## src/hw/rtl/stc_pkg.sv

```systemverilog
// stc_pkg: constants, types and helpers shared by the trim compensation block.
// No dependencies.
`default_nettype none
package stc_pkg;
  localparam int unsigned CfgW    = 64;
  localparam int unsigned CfgIdxW = 3;

  typedef enum logic [CfgIdxW-1:0] {
    REG_CAL_TEMP    = 3'd0,
    REG_CAL_PRESS_A = 3'd1,
    REG_CAL_PRESS_B = 3'd2,
    REG_CAL_PRESS_C = 3'd3,
    REG_CAL_HUM_A   = 3'd4,
    REG_CAL_HUM_B   = 3'd5
  } reg_idx_e;

  localparam logic [31:0] HumMax = 32'd419430400;

  // trim coefficients, each widened to 32 bits as the formulas use them
  typedef struct packed {
    logic [31:0] t1, t2, t3;
    logic [31:0] p1, p2, p3, p4, p5, p6, p7, p8, p9;
    logic [31:0] h1, h2, h3, h4, h5, h6;
  } trim_t;

  typedef struct packed {
    logic [19:0] raw_temperature;
    logic [19:0] raw_pressure;
    logic [15:0] raw_humidity;
  } in_t;

  typedef struct packed {
    logic signed [31:0] temperature;
    logic [31:0]        pressure;
    logic [16:0]        humidity;
  } out_t;

  function automatic logic [31:0] sx16(input logic [15:0] v);
    return {{16{v[15]}}, v};
  endfunction

  function automatic logic [31:0] sx8(input logic [7:0] v);
    return {{24{v[7]}}, v};
  endfunction

  function automatic logic [31:0] asr(input logic [31:0] x, input int unsigned n);
    return 32'($signed(x) >>> n);
  endfunction

  function automatic logic [31:0] mul(input logic [31:0] a, input logic [31:0] b);
    return a * b;
  endfunction
endpackage
`default_nettype wire

```

## src/hw/rtl/stc_cfg_regs.sv

```systemverilog
// stc_cfg_regs: trim register file, unpacks coefficients.
// Depends on stc_pkg.
`default_nettype none
module stc_cfg_regs (
  input  wire logic                          clk_i,
  input  wire logic                          rst_ni,
  input  wire logic                          cfg_we_i,
  input  wire logic [stc_pkg::CfgIdxW-1:0]   cfg_idx_i,
  input  wire logic [stc_pkg::CfgW-1:0]      cfg_data_i,
  output stc_pkg::trim_t                     trim_o
);
  import stc_pkg::*;

  logic [47:0] cal_temp_q;
  logic [63:0] cal_press_a_q, cal_press_b_q;
  logic [15:0] cal_press_c_q;
  logic [39:0] cal_hum_a_q;
  logic [31:0] cal_hum_b_q;

  always_ff @(posedge clk_i or negedge rst_ni) begin
    if (!rst_ni) begin
      cal_temp_q    <= '0;
      cal_press_a_q <= '0;
      cal_press_b_q <= '0;
      cal_press_c_q <= '0;
      cal_hum_a_q   <= '0;
      cal_hum_b_q   <= '0;
    end else if (cfg_we_i) begin
      case (cfg_idx_i)
        REG_CAL_TEMP:    cal_temp_q    <= cfg_data_i[47:0];
        REG_CAL_PRESS_A: cal_press_a_q <= cfg_data_i;
        REG_CAL_PRESS_B: cal_press_b_q <= cfg_data_i;
        REG_CAL_PRESS_C: cal_press_c_q <= cfg_data_i[15:0];
        REG_CAL_HUM_A:   cal_hum_a_q   <= cfg_data_i[39:0];
        REG_CAL_HUM_B:   cal_hum_b_q   <= cfg_data_i[31:0];
        default: ;
      endcase
    end
  end

  always_comb begin
    trim_o.t1 = {16'd0, cal_temp_q[15:0]};
    trim_o.t2 = sx16(cal_temp_q[31:16]);
    trim_o.t3 = sx16(cal_temp_q[47:32]);
    trim_o.p1 = {16'd0, cal_press_a_q[15:0]};
    trim_o.p2 = sx16(cal_press_a_q[31:16]);
    trim_o.p3 = sx16(cal_press_a_q[47:32]);
    trim_o.p4 = sx16(cal_press_a_q[63:48]);
    trim_o.p5 = sx16(cal_press_b_q[15:0]);
    trim_o.p6 = sx16(cal_press_b_q[31:16]);
    trim_o.p7 = sx16(cal_press_b_q[47:32]);
    trim_o.p8 = sx16(cal_press_b_q[63:48]);
    trim_o.p9 = sx16(cal_press_c_q);
    trim_o.h1 = {24'd0, cal_hum_a_q[7:0]};
    trim_o.h2 = sx16(cal_hum_a_q[23:8]);
    trim_o.h3 = {24'd0, cal_hum_a_q[31:24]};
    trim_o.h6 = sx8(cal_hum_a_q[39:32]);
    trim_o.h4 = sx16(cal_hum_b_q[15:0]);
    trim_o.h5 = sx16(cal_hum_b_q[31:16]);
  end
endmodule
`default_nettype wire

```

## config.mk

```make
export PLATFORM = sky130hd
export DESIGN_NAME = stc_cfg_regs
export DESIGN_NICKNAME = d
export VERILOG_FILES = /design/src/hw/rtl/stc_pkg.sv /design/src/hw/rtl/stc_cfg_regs.sv
export SDC_FILE = /design/constraint.sdc
export NUM_CORES = 1
export LEC_CHECK = 0
export ABC_CLOCK_PERIOD_IN_PS = 1100
export BUFFER_PORTS_ARGS = -buffer_cell sky130_fd_sc_hd__buf_2
export CORE_AREA = 2 2 253 255
export DETAILED_ROUTE_END_ITERATION = 8
export DIE_AREA = 0 0 255 257
export PLACE_DENSITY = 0.51
export SLEW_MARGIN = 40
export SYNTH_ARGS = -nofsm -noshare
export SYNTH_HDL_FRONTEND = slang
export SYNTH_SLANG_ARGS = --single-unit
```

## constraint.sdc

```tcl
create_clock -name clk_i -period 1.1 [get_ports clk_i]
set_input_delay 0.11 -clock clk_i [delete_from_list [all_inputs] [get_ports clk_i]]
set_output_delay 0.11 -clock clk_i [all_outputs]
set_load 0.005 [all_outputs]
```

Word-level counts from Yosys, hierarchy flattened --
Cells that the tools add are included.
Operators by class: equality and inequality tests 5, reduce and logical (&&, ||, !) cells 7
Operators by type and width (number):
- AND reduction 2 bit | 6
- == test 3 x 2 -> 1 bit (second input constant) | 2
- == test 3 bit (second input constant) | 2
- == test 3 x 1 -> 1 bit (second input constant) | 1
- logical NOT 3 bit | 1
Storage, ports and cells: register bits after elaboration 264, input port bits 70, output and inout bits 576, word-level logic and storage cells 18

Depth between registers and ports, before layout --
Gate-level depths: netlist (run 1).
depth in word-level cells 2, gate-level depth with buffers 4, gate-level depth less buffers 2

Worst setup path after synthesis (run 1) --
Ideal clock, no wire load.
path type input-to-reg, start point input cfg_idx_i[1] (netlist name), end point register cal_temp_q[15], setup time 125 ps, arrival time 1097 ps, data required time 975 ps, slack -122 ps, stages 4, path buffers 2, path through nor4b_2 buf_4 buf_6 mux2_2
Between the ends: longest elaborated chain between the ends 2
RTL lines:
- start: declaration | line stc_cfg_regs.sv:8 | input wire logic [stc_pkg::CfgIdxW-1:0] cfg_idx_i,
- logical NOT 3 bit | line stc_cfg_regs.sv:29 | case (cfg_idx_i)
- AND reduction 2 bit (no source line)
- end signal: assignment | line stc_cfg_regs.sv:30 | REG_CAL_TEMP: cal_temp_q <= cfg_data_i[47:0];
- end: declaration | line stc_cfg_regs.sv:14 | logic [47:0] cal_temp_q;
No other way between the ends. A chain may end at the register's enable or synchronous reset.

Worst setup path in the final report (run 1) --
start point register cal_hum_a_q[23], end point output trim_o[147] (netlist name)
RTL lines:
- start: declaration | line stc_cfg_regs.sv:17 | logic [39:0] cal_hum_a_q;
- start signal: assignment | line stc_cfg_regs.sv:34 | REG_CAL_HUM_A: cal_hum_a_q <= cfg_data_i[39:0];
- end: declaration | line stc_cfg_regs.sv:10 | output stc_pkg::trim_t trim_o
No word-level cell between the ends.

==> results by group, run 1 <==
Logic synthesis
  • Share of the yosys chip area belonging to registers: between 50% and 60%
  • Mapped cell area: approximately 12000 sq um
  • Simple-gate share of the synthesized area: less than 1%
  • Syn. warnings: 0
  • Synth top area cells: dfrtp_1 54%, mux2_2 24%, buf_4 20%
  • XOR/XNOR Fraction of Synth Area: 0%
  • EDFF count, synth: 0
  • Post-synthesis compound-gate area fraction: 0%
  • Top-count cell post-synth: buf_4
  • Mapped Cells: 874
  • Post-synth top flop: dfrtp_1
  • Post-synthesis mux area share: 24.35%
  • Leading area contributor after synthesis: dfrtp_1
  • Async SR Flop Fraction: 100.0%
  • Top post-synthesis cells by count: 320 x buf_4, 264 x dfrtp_1, 260 x mux2_2
  • Share of the synthesized area in the top cell type: between 50% and 60%
  • Adder-Cell Fraction of Synth Area: 0%
  • Largest family of logic cells by synthesized area: multiplexers
  • Yosys cell types: 11
  • Syn Area/Cell: roughly 14 sq um
  • Register bit total from synthesis: 264

Clock network
  • Clock sink total: roughly 260
  • Total CTS buffers: 31
  • Clk_lat worst skew: roughly 570 ps
  • CTS clk-pin slew, worst paths: around 60 ps
  • Clock Root Buffer: clkbuf_16
  • H-tree levels: 1
  • CTS tree: yes
  • Maximum buffer depth of the clock tree: 3

Worst hold path
  • HP Class: in -> async

Route
  • Via density: 3.547
  • Routed Antenna Nets: 0
  • Drt initial violations: 241
  • Pre-Repair DR Iteration Count: 4
  • Drt drc: 0
  • Via count: about 8300
  • WL final: 36610 microns
  • Drt wl/cell: 15.65 microns

Worst setup path
  • Worst path required time: around 1000 ps
  • Startpoint types: flop
  • Arrival time at the worst endpoint: 1290 ps
  • Worst r2r path cells: 4
  • Setup slack, reg-to-reg: -110 ps
  • Critical R2R Capture: cal_press_b_q[15]
  • Reg2reg start: cal_press_b_q[15]
  • Worst Path Max Fanout: 4
  • WS Path Type: reg -> out
  • CP Capture Type: primary output

Flow run
  • Max cap viols: 0

Floorplanning
  • Total Die Area: 65540 sq um
  • Site Rows: about 90
  • DIE WIDTH: roughly 260 microns
  • Die H: 257 microns
  • Top-level port count: 646
  • Starting Density: around 19%
  • Core area: 62740 sq um

Placed design
  • Post-DP Area: ~15000 sq um
  • Post-DP HPWL: between 20000 and 25000 microns
  • PortBufs: about 570
  • GPL Wtd Cong: around 0.72

Status
  • Status: finished, violations left
  • Failing checks: setup timing

Global route
  • Vias in the first global route: 8086
  • Gr ovfl total: 0
  • GRT Total Usage: 10.09%
  • Pin count of the biggest net entering global routing: 42
  • First-pass GRT wire length: between 50000 and 60000 microns
  • Initial antenna violation count: 2

Power and ir drop
  • Peak VDD IR: between 0.001 and 0.0015 V
  • Lkg Pwr: around 9.2 nW
  • PD cells: 1915 nW/um^2
  • Total Power: roughly 35 mW

Layout
  • Fin util: just under 30%
  • Layout cell share with drive strength beyond 1: roughly 72%
  • Ant diodes: 0
  • Finished layout cell area: around 18000 sq um
  • Area grow syn2layout: 51.37%
  • NumNets Final: roughly 1500

Timing
  • Worst setup margin: -299.3 ps
  • Final hold violations: 0
  • Period utilisation layout: 127.2%
  • Final Skew: 0 ps
  • Fmax achieved: a little over 700 MHz
  • Final Max Slew Viols: 0
  • Endpoints failing setup: approximately 500
  • RSZ-0062 raised after global routing: true
  • Final hold slack: between 100 and 150 ps
  • Final min period: 1399 ps
## stage by stage
step	TNS (ps)	std cells	setup slack, ps
after CTS	-116030	2295	-353.9
after detailed placement	-72950	2075	-350.1
after floorplan	-4903	953	-59.67
after global placement	-68270	2075	-353.8
after global routing	-123480	2339	-371.3
final	-87040	2339	-299.3
## placed cells by master (no fill, tap or decap), drive strengths merged
| master | instances |
|---|---|
| and4bb | 3 |
| buf | 760 |
| bufinv | 1 |
| clkbuf | 45 |
| clkinv | 5 |
| clkinvlp | 2 |
| conb | 80 |
| dfrtp | 264 |
| dlygate4sd3 | 65 |
| inv | 1 |
| mux2 | 264 |
| nand4b | 2 |
| nor4b | 1 |
## final cells by class
| type | count | area (sq um) |
|---|---|---|
| multi-input combinational | 350 | 3756 |
| clock buffer | 45 | 908.4 |
| clock inverter | 9 | 78.83 |
| sequential | 264 | 6618 |
| timing repair buffer | 825 | 6058 |
| fill | 6366 | 44260 |
| tap | 846 | 1059 |
## critical path, stage by stage, from the launching register on
cell	delay, ps
dfrtp_2	430
buf_2	150
buf_2	130
## power breakdown
| group | leakage [nW] | switching [mW] | total, mW | internal, mW |
|---|---|---|---|---|
| Sequential | 3.16 | 1.24 | 13.1 | 11.9 |
| Combinational | 5.56 | 4.52 | 12.3 | 7.74 |
| Clock | 0.485 | 4.11 | 10.0 | 5.90 |
## sequential cells by signal (all words and copies together) (netlist names)
| signal | flops |
|---|---|
| cal_temp_q | 48 |
| cal_hum_b_q | 32 |
| cal_press_c_q | 16 |
| cal_hum_a_q | 40 |
| cal_press_a_q | 64 |
| cal_press_b_q | 64 |
## routing by layer
layer  track usage (%)  up-vias  part of all wire, %
met5                 0        -                0.090
met4             2.599        4                  2.3
met3             3.470       56                  8.2
met2             17.59      334                   51
met1             11.73     4158                   38
li1                  -     3744                    -
## how the worst max path moves through the flow
stage | from | to | slack, ps
3_3_place_gp | cfg_idx_i[2] | cal_temp_q[47] | -350
3_5_place_dp | cfg_idx_i[2] | cal_temp_q[35] | -350
4_1_cts | cal_hum_b_q[31] | trim_o[56] | -350
6_report | cal_hum_a_q[23] | trim_o[147] | -300
2_1_floorplan | cfg_idx_i[2] | cal_temp_q[15] | -60
5_1_grt | cal_hum_a_q[23] | trim_o[147] | -370
## timing repair
| action | 4_1_cts | 5_1_grt |
|---|---|---|
| setup buffers | 99 | 32 |
| resized for setup | 53 | 125 |
| gates cloned | 1 | 12 |
| endpoints found under the setup margin | 496 | 496 |
| hold buffers | 66 | 0 |
| endpoints found under the hold margin | 528 | 0 |
## cells by family (layout without fill, tap and decap cells)
group,Yosys count,in the layout
AND/OR/NAND/NOR,6,6
flip-flops,264,264
other,1,80
buffers and inverters,339,879
multiplexers,264,264
(Power assumes the default switching activity.)
==> run 2, diff against run 1 <==
--- a/config.mk
+++ b/config.mk
@@ -7,10 +7,12 @@
 export LEC_CHECK = 0
 export ABC_CLOCK_PERIOD_IN_PS = 1100
 export BUFFER_PORTS_ARGS = -buffer_cell sky130_fd_sc_hd__buf_2
+export CELL_PAD_IN_SITES_DETAIL_PLACEMENT = 1
+export CELL_PAD_IN_SITES_GLOBAL_PLACEMENT = 2
 export CORE_AREA = 2 2 253 255
 export DETAILED_ROUTE_END_ITERATION = 8
 export DIE_AREA = 0 0 255 257
-export PLACE_DENSITY = 0.51
+export PLACE_DENSITY = 0.7
 export SLEW_MARGIN = 40
 export SYNTH_ARGS = -nofsm -noshare
 export SYNTH_HDL_FRONTEND = slang
==> run 2 against run 1 <==
  * The run ends with hold timing, setup timing left
  * Worst hold slack lost 120 ps
  * Sequential power hardly changed
  * Combinational power up 9%
  * Flip-flop and latch count is the same
  * First-iteration DRC count fell by 11%
  * Clock power rose by 5%
  * Core utilization grew 0.93 points
  * Critical path type unchanged
==> results by group, run 2 (synthesized netlist as in run 1, its figures left out) <==
Route
  • Pre-Repair DR Iteration Count: 4 (unchanged)
  • WL final: 42260 microns (+15%)
  • Drt drc: 0 (unchanged)
  • Drt initial violations: 215 (-11%)
  • Routed Antenna Nets: 0 (unchanged)
  • Drt wl/cell: 17.77 microns (+14%)
  • Via count: 8632 (+4.1%)
  • Via density: 3.630 (+2.3%)

Worst setup path
  • WS Path Type: reg -> out
  • Arrival time at the worst endpoint: 1330 ps (+40 ps)
  • Worst Path Max Fanout: 5 (+1)
  • CP Capture Type: primary output
  • Startpoint types: flop
  • Worst path required time: 990 ps (about the same)

Global route
  • Pin count of the biggest net entering global routing: 60 (+43%)
  • Gr ovfl total: 0 (unchanged)
  • First-pass GRT wire length: 58680 microns (+14%)
  • GRT Total Usage: 11.49% (+1.4 points)
  • Vias in the first global route: 9198 (+14%)
  • Initial antenna violation count: 0 (-2)

Placed design
  • Setup slack after placement: -398.1 ps (-47.99 ps)
  • DP Cell Count: 2081 (+0.29%)
  • PortBufs: 565 (unchanged)
  • Post-DP HPWL: 27030 microns (+8.4%)
  • GPL Wtd Cong: 0.7251 (+1.2%)

Timing
  • Final hold slack: -1.622 ps (-122.4 ps)
  • Fmax achieved: 696.5 MHz (-2.5%)
  • Final hold violations: 2 (+2)
  • Endpoints failing setup: 498 (+0.20%)
  • Worst setup margin: -335.8 ps (-36.53 ps)
  • Final min period: 1436 ps (+36.53 ps)
  • RSZ-0062 raised after global routing: true
  • Worst-case headroom to the max-slew limit: roughly 67%
  • Worst-margin pin slew: 499.2 ps
  • Final Max Slew Viols: 0 (unchanged)
  • Final Skew: 0 ps (unchanged)
  • Period utilisation layout: 130.5% (+3.3 points)
  • Setup_tns: -102180 ps (-15140 ps)

Layout
  • Commonest cells after routing, fill and taps aside: 413 x buf_2, 253 x dfrtp_1, 188 x buf_6, 172 x buf_4, 157 x mux2_2
  • Most common cell after layout, fill and taps aside: buf_2
  • Ant diodes: 0 (unchanged)
  • NumNets Final: 1579 (+2.4%)
  • Top flop regs: cal_press_a_q x64, cal_press_b_q x64, cal_temp_q x48
  • Layout cell share with drive strength beyond 1: 73.56% (+1.1 points)
  • Area grow syn2layout: 56.15%
  • Final cell count without fillers: 2378 (+1.7%)
  • Filler cells: 6937 (+9.0%)

Power and ir drop
  • Total Power: 37.15 mW (+5.0%)
  • PD cells: 1949 nW/um^2 (+1.8%)
  • Lkg Pwr: 9.487 nW (+3.1%)
  • Peak VDD IR: 0.001110 V (+2.0%)

Status
  • Status: finished, violations left
  • Failing checks: hold timing, setup timing

Clock network
  • Clock Root Buffer: clkbuf_16
  • CTS clk-pin slew, worst paths: 60 ps (about the same)
  • Total CTS buffers: 31 (unchanged)
  • CTS tree: yes
  • Clock sink total: 264 (unchanged)
  • H-tree levels: 1 (unchanged)
  • Clk_lat worst skew: 590 ps (+20 ps)
  • Maximum buffer depth of the clock tree: 3 (unchanged)

Flow run
  • Max cap viols: 0 (unchanged)

Floorplanning
  • Total Die Area: 65540 sq um (unchanged)
  • Core area: 62740 sq um (unchanged)
  • Site Rows: 92 (unchanged)
  • Die H: 257 microns (unchanged)
  • Top-level port count: 646 (unchanged)
  • Starting Density: 19.46% (unchanged)
  • DIE WIDTH: 255 microns (unchanged)

Worst hold path
  • HP Class: in -> reg
run 2: worst paths after layout:
kind / startpoint / end / slack, ps / cells past startpoint
max: cal_hum_b_q[31] / trim_o[52] / -340 / 2
min: cfg_data_i[0] / cal_temp_q[0] / -2 / 2
max reg2reg: cal_press_a_q[47] / cal_press_a_q[47] / -110 / 4
min reg2reg: cal_hum_a_q[36] / cal_hum_a_q[36] / 480 / 1
max in group asynchronous: rst_ni / cal_press_a_q[4] / 60 / 3
min in group asynchronous: rst_ni / cal_press_a_q[3] / 100 / 3
run 2: per-layer routing:
| layer | part of all wire, % | global-route usage (%) | vias up |
|---|---|---|---|
| met5 | 0 | 0 | - |
| met1 | 36 | 12.57 | 4462 |
| met2 | 54 | 21.28 | 304 |
| li1 | - | - | 3805 |
| met4 | 2.4 | 3.330 | 0 |
| met3 | 7.1 | 3.277 | 61 |
run 2: layout make-up:
type,count,area (sq um),area share [%]
Clock buffer,41,893.4,4.687
Clock inverter,15,141.4,0.7418
Multi-Input combinational cell,350,3756,19.71
Sequential cell,264,6620,34.73
Tap cell,846,1059,5.553
Timing Repair Buffer,862,6591,34.58
run 2: where the power goes:
part	leakage, nW	internal (mW)	total [mW]	switching, mW
clock	0.515	6.14	10.5	4.39
combinational	5.82	8.42	13.4	4.97
sequential	3.16	11.9	13.2	1.34
run 2: timing repair:
item,in CTS,in global routing
setup buffers,109,52
resized for setup,119,105
gates cloned,9,6
hold buffers,65,1
endpoints found under the setup margin,496,506
hold endpoints to repair,522,9
run 2: through the flow:
step                util, %  instance area [sq um]
floorplan                 -                  12970
global placement      23.82                  14940
detailed placement    23.82                  14940
CTS                   28.79                  18060
global route          30.38                  19060
finish                30.38                  19060
run 2: critical path: stages (launching register included):
cell and delay, ps:
dfrtp_2 450, buf_2 160, buf_2 130
==> run 3, diff against run 2 <==
--- a/config.mk
+++ b/config.mk
@@ -12,7 +12,7 @@
 export CORE_AREA = 2 2 253 255
 export DETAILED_ROUTE_END_ITERATION = 8
 export DIE_AREA = 0 0 255 257
-export PLACE_DENSITY = 0.7
+export PLACE_DENSITY = 0.58
 export SLEW_MARGIN = 40
 export SYNTH_ARGS = -nofsm -noshare
 export SYNTH_HDL_FRONTEND = slang
==> run 3 against run 2 <==
  * The run ends with setup timing left
  * Maximum frequency grew 6.7%
  * Sequential share of layout area up 0.99 points
  * Via count decreased by 2.9%
  * Critical path type unchanged
==> results by group, run 3 (synthesized netlist as in run 1, its figures left out) <==
Timing
  • Final min period: 1346 ps (-89.95 ps)
  • Endpoints failing setup: 496 (-0.40%)
  • Worst setup margin: -245.9 ps (+89.95 ps)
  • RSZ-0062 raised after global routing: true
  • Final Max Slew Viols: 0 (unchanged)
  • Final Skew: 0 ps (unchanged)
  • Fmax achieved: 743.0 MHz (+6.7%)
  • Final hold slack: 53.95 ps (+55.57 ps)
  • Period utilisation layout: 122.4% (-8.2 points)
  • Final hold violations: 0 (-2)

Clock network
  • Maximum buffer depth of the clock tree: 3 (unchanged)
  • Clock Root Buffer: clkbuf_16
  • Clk_lat worst skew: 510 ps (-80 ps)
  • CTS tree: yes
  • Total CTS buffers: 34 (+9.7%)
  • Clock sink total: 264 (unchanged)
  • CTS clk-pin slew, worst paths: 60 ps (about the same)
  • H-tree levels: 2 (+1)

Floorplanning
  • DIE WIDTH: 255 microns (unchanged)
  • Site Rows: 92 (unchanged)
  • Total Die Area: 65540 sq um (unchanged)
  • Top-level port count: 646 (unchanged)
  • Starting Density: 19.46% (unchanged)
  • Core area: 62740 sq um (unchanged)
  • Die H: 257 microns (unchanged)

Power and ir drop
  • Comb power frac: 33.6% (-2.4 points)
  • Psw: 10.22 mW (-4.6%)
  • Int Pwr: 26.39 mW (-0.18%)
  • Lkg Pwr: 9.257 nW (-2.4%)
  • Peak VDD IR: 0.001139 V (+2.6%)
  • Reg power frac: 35.8% (+0.2 points)
  • Portion of total power attributed to the clock network: 30.6% (+2.3 points)
  • Switching Share: 27.91% (-0.92 points)
  • PD cells: 1976 nW/um^2 (+1.4%)

Route
  • Pre-Repair DR Iteration Count: 4 (unchanged)
  • WL final: 40120 microns (-5.1%)
  • Via density: 3.561 (-1.9%)
  • Drt initial violations: 251 (+17%)
  • Routed Antenna Nets: 0 (unchanged)
  • Drt drc: 0 (unchanged)
  • Via count: 8378 (-2.9%)
  • Drt wl/cell: 17.05 microns (-4.1%)

Placed design
  • PortBufs: 565 (unchanged)
  • Post-DP Area: 14850 sq um (-0.59%)
  • DP Cell Count: 2071 (-0.48%)
  • Setup slack after placement: -356.0 ps (+42.16 ps)
  • GPL Wtd Cong: 0.7363 (+1.5%)
  • Post-DP HPWL: 27450 microns (+1.5%)

Worst hold path
  • HP Class: in -> async

Worst setup path
  • Critical path, cell by cell: buf_6, buf_6
  • WP buf/inv: 2 (unchanged)
  • CP Capture Type: primary output
  • Worst Path Max Fanout: 5 (unchanged)
  • Crit path max-delay family: flip-flops
  • Worst path required time: 990 ps (about the same)
  • Most frequent CP cell: buf_6
  • Startpoint types: flop
  • WS Path Type: reg -> out
  • CP max stage cell: dfrtp_2
  • Arrival time at the worst endpoint: 1240 ps (-90 ps)
  • Slowest cell delay on critical path: 450 ps (about the same)

Layout
  • NumNets Final: 1551 (-1.8%)
  • Sequential cell area: 6616 sq um (about the same)
  • Commonest cells after routing, fill and taps aside: 465 x buf_2, 256 x dfrtp_1, 157 x mux2_2, 154 x buf_4, 127 x buf_6
  • Layout cell share with drive strength beyond 1: 72.43% (-1.1 points)
  • Fin util: 29.53% (-0.86 points)
  • Finished layout cell area: 18520 sq um (-2.8%)
  • Area grow syn2layout: 51.75%
  • Final cell count without fillers: 2353 (-1.1%)
  • Filler cells: 7021 (+1.2%)
  • Area of the multi-input gates: 3756 sq um (unchanged)
  • Most common cell after layout, fill and taps aside: buf_2
  • Top flop regs: cal_press_a_q x64, cal_press_b_q x64, cal_temp_q x48

Global route
  • Gr ovfl total: 0 (unchanged)
  • Vias in the first global route: 8638 (-6.1%)
  • Initial antenna violation count: 2 (+2)
  • First-pass GRT wire length: 56350 microns (-4.0%)
  • GRT Total Usage: 11.30% (-0.19 points)
  • Pin count of the biggest net entering global routing: 54 (-10%)

Status
  • Failing checks: setup timing
  • Status: finished, violations left

Flow run
  • Max cap viols: 0 (unchanged)
==> run 3: power by group through the flow <==
stage | clock (mW) | combinational [mW] | sequential [mW]
floorplan | 0 | 5.68 | 13.6
global placement | 0 | 8.84 | 13.3
detailed placement | 0 | 8.95 | 13.3
CTS | 11.6 | 11.2 | 13.0
global route | 12.0 | 13.3 | 13.4
finish | 11.2 | 12.3 | 13.1
==> run 3: per-stage QoR <==
step           TNS (ps)  power [mW]
6_report         -66250       36.61
5_1_grt          -94420       38.68
4_1_cts          -86690       35.89
3_5_place_dp     -68610       22.30
3_3_place_gp     -63840       22.12
2_1_floorplan     -4903       19.29
==> run 3: per-layer routing <==
layer | wire length, microns | vias to the layer above | share of wire (%) | track usage (%)
li1 | - | 3761 | - | -
met1 | 15960 | 4285 | 40 | 13.28
met2 | 20510 | 283 | 51 | 19.69
met3 | 2943 | 47 | 7.3 | 3.601
met4 | 704 | 2 | 1.8 | 2.973
met5 | 11 | - | 0.027 | 0
==> run 3: final timing paths <==
path                                   start  slack (ps)  depth (start not counted)           endpoint
max                        cal_press_b_q[15]        -250                          2        trim_o[345]
min                                   rst_ni          50                          2      cal_temp_q[7]
max reg2reg                cal_press_b_q[15]          10                          3  cal_press_b_q[15]
min reg2reg                   cal_hum_a_q[4]         490                          1     cal_hum_a_q[4]
max in group asynchronous             rst_ni         420                          3  cal_press_b_q[63]
min in group clk_i             cfg_data_i[0]         100                          2   cal_press_c_q[0]
==> run 3: what timing repair did <==
action                                 CTS  global route
cloned                                   4             5
endpoints found under the hold margin  521             0
setup buffers                          101            46
gates resized for setup                 78            66
setup endpoints to repair              496           496
hold buffers                            64             0
==> run 3: final cells by class <==
cell class / instances / area share [%]
clock buffers: 50 / 5.241
diodes: 2 / 0.02702
clock inverters: 10 / 0.7970
multi-input cells: 350 / 20.28
repair buffers: 831 / 32.23
well taps: 846 / 5.714
flip-flops and latches: 264 / 35.72
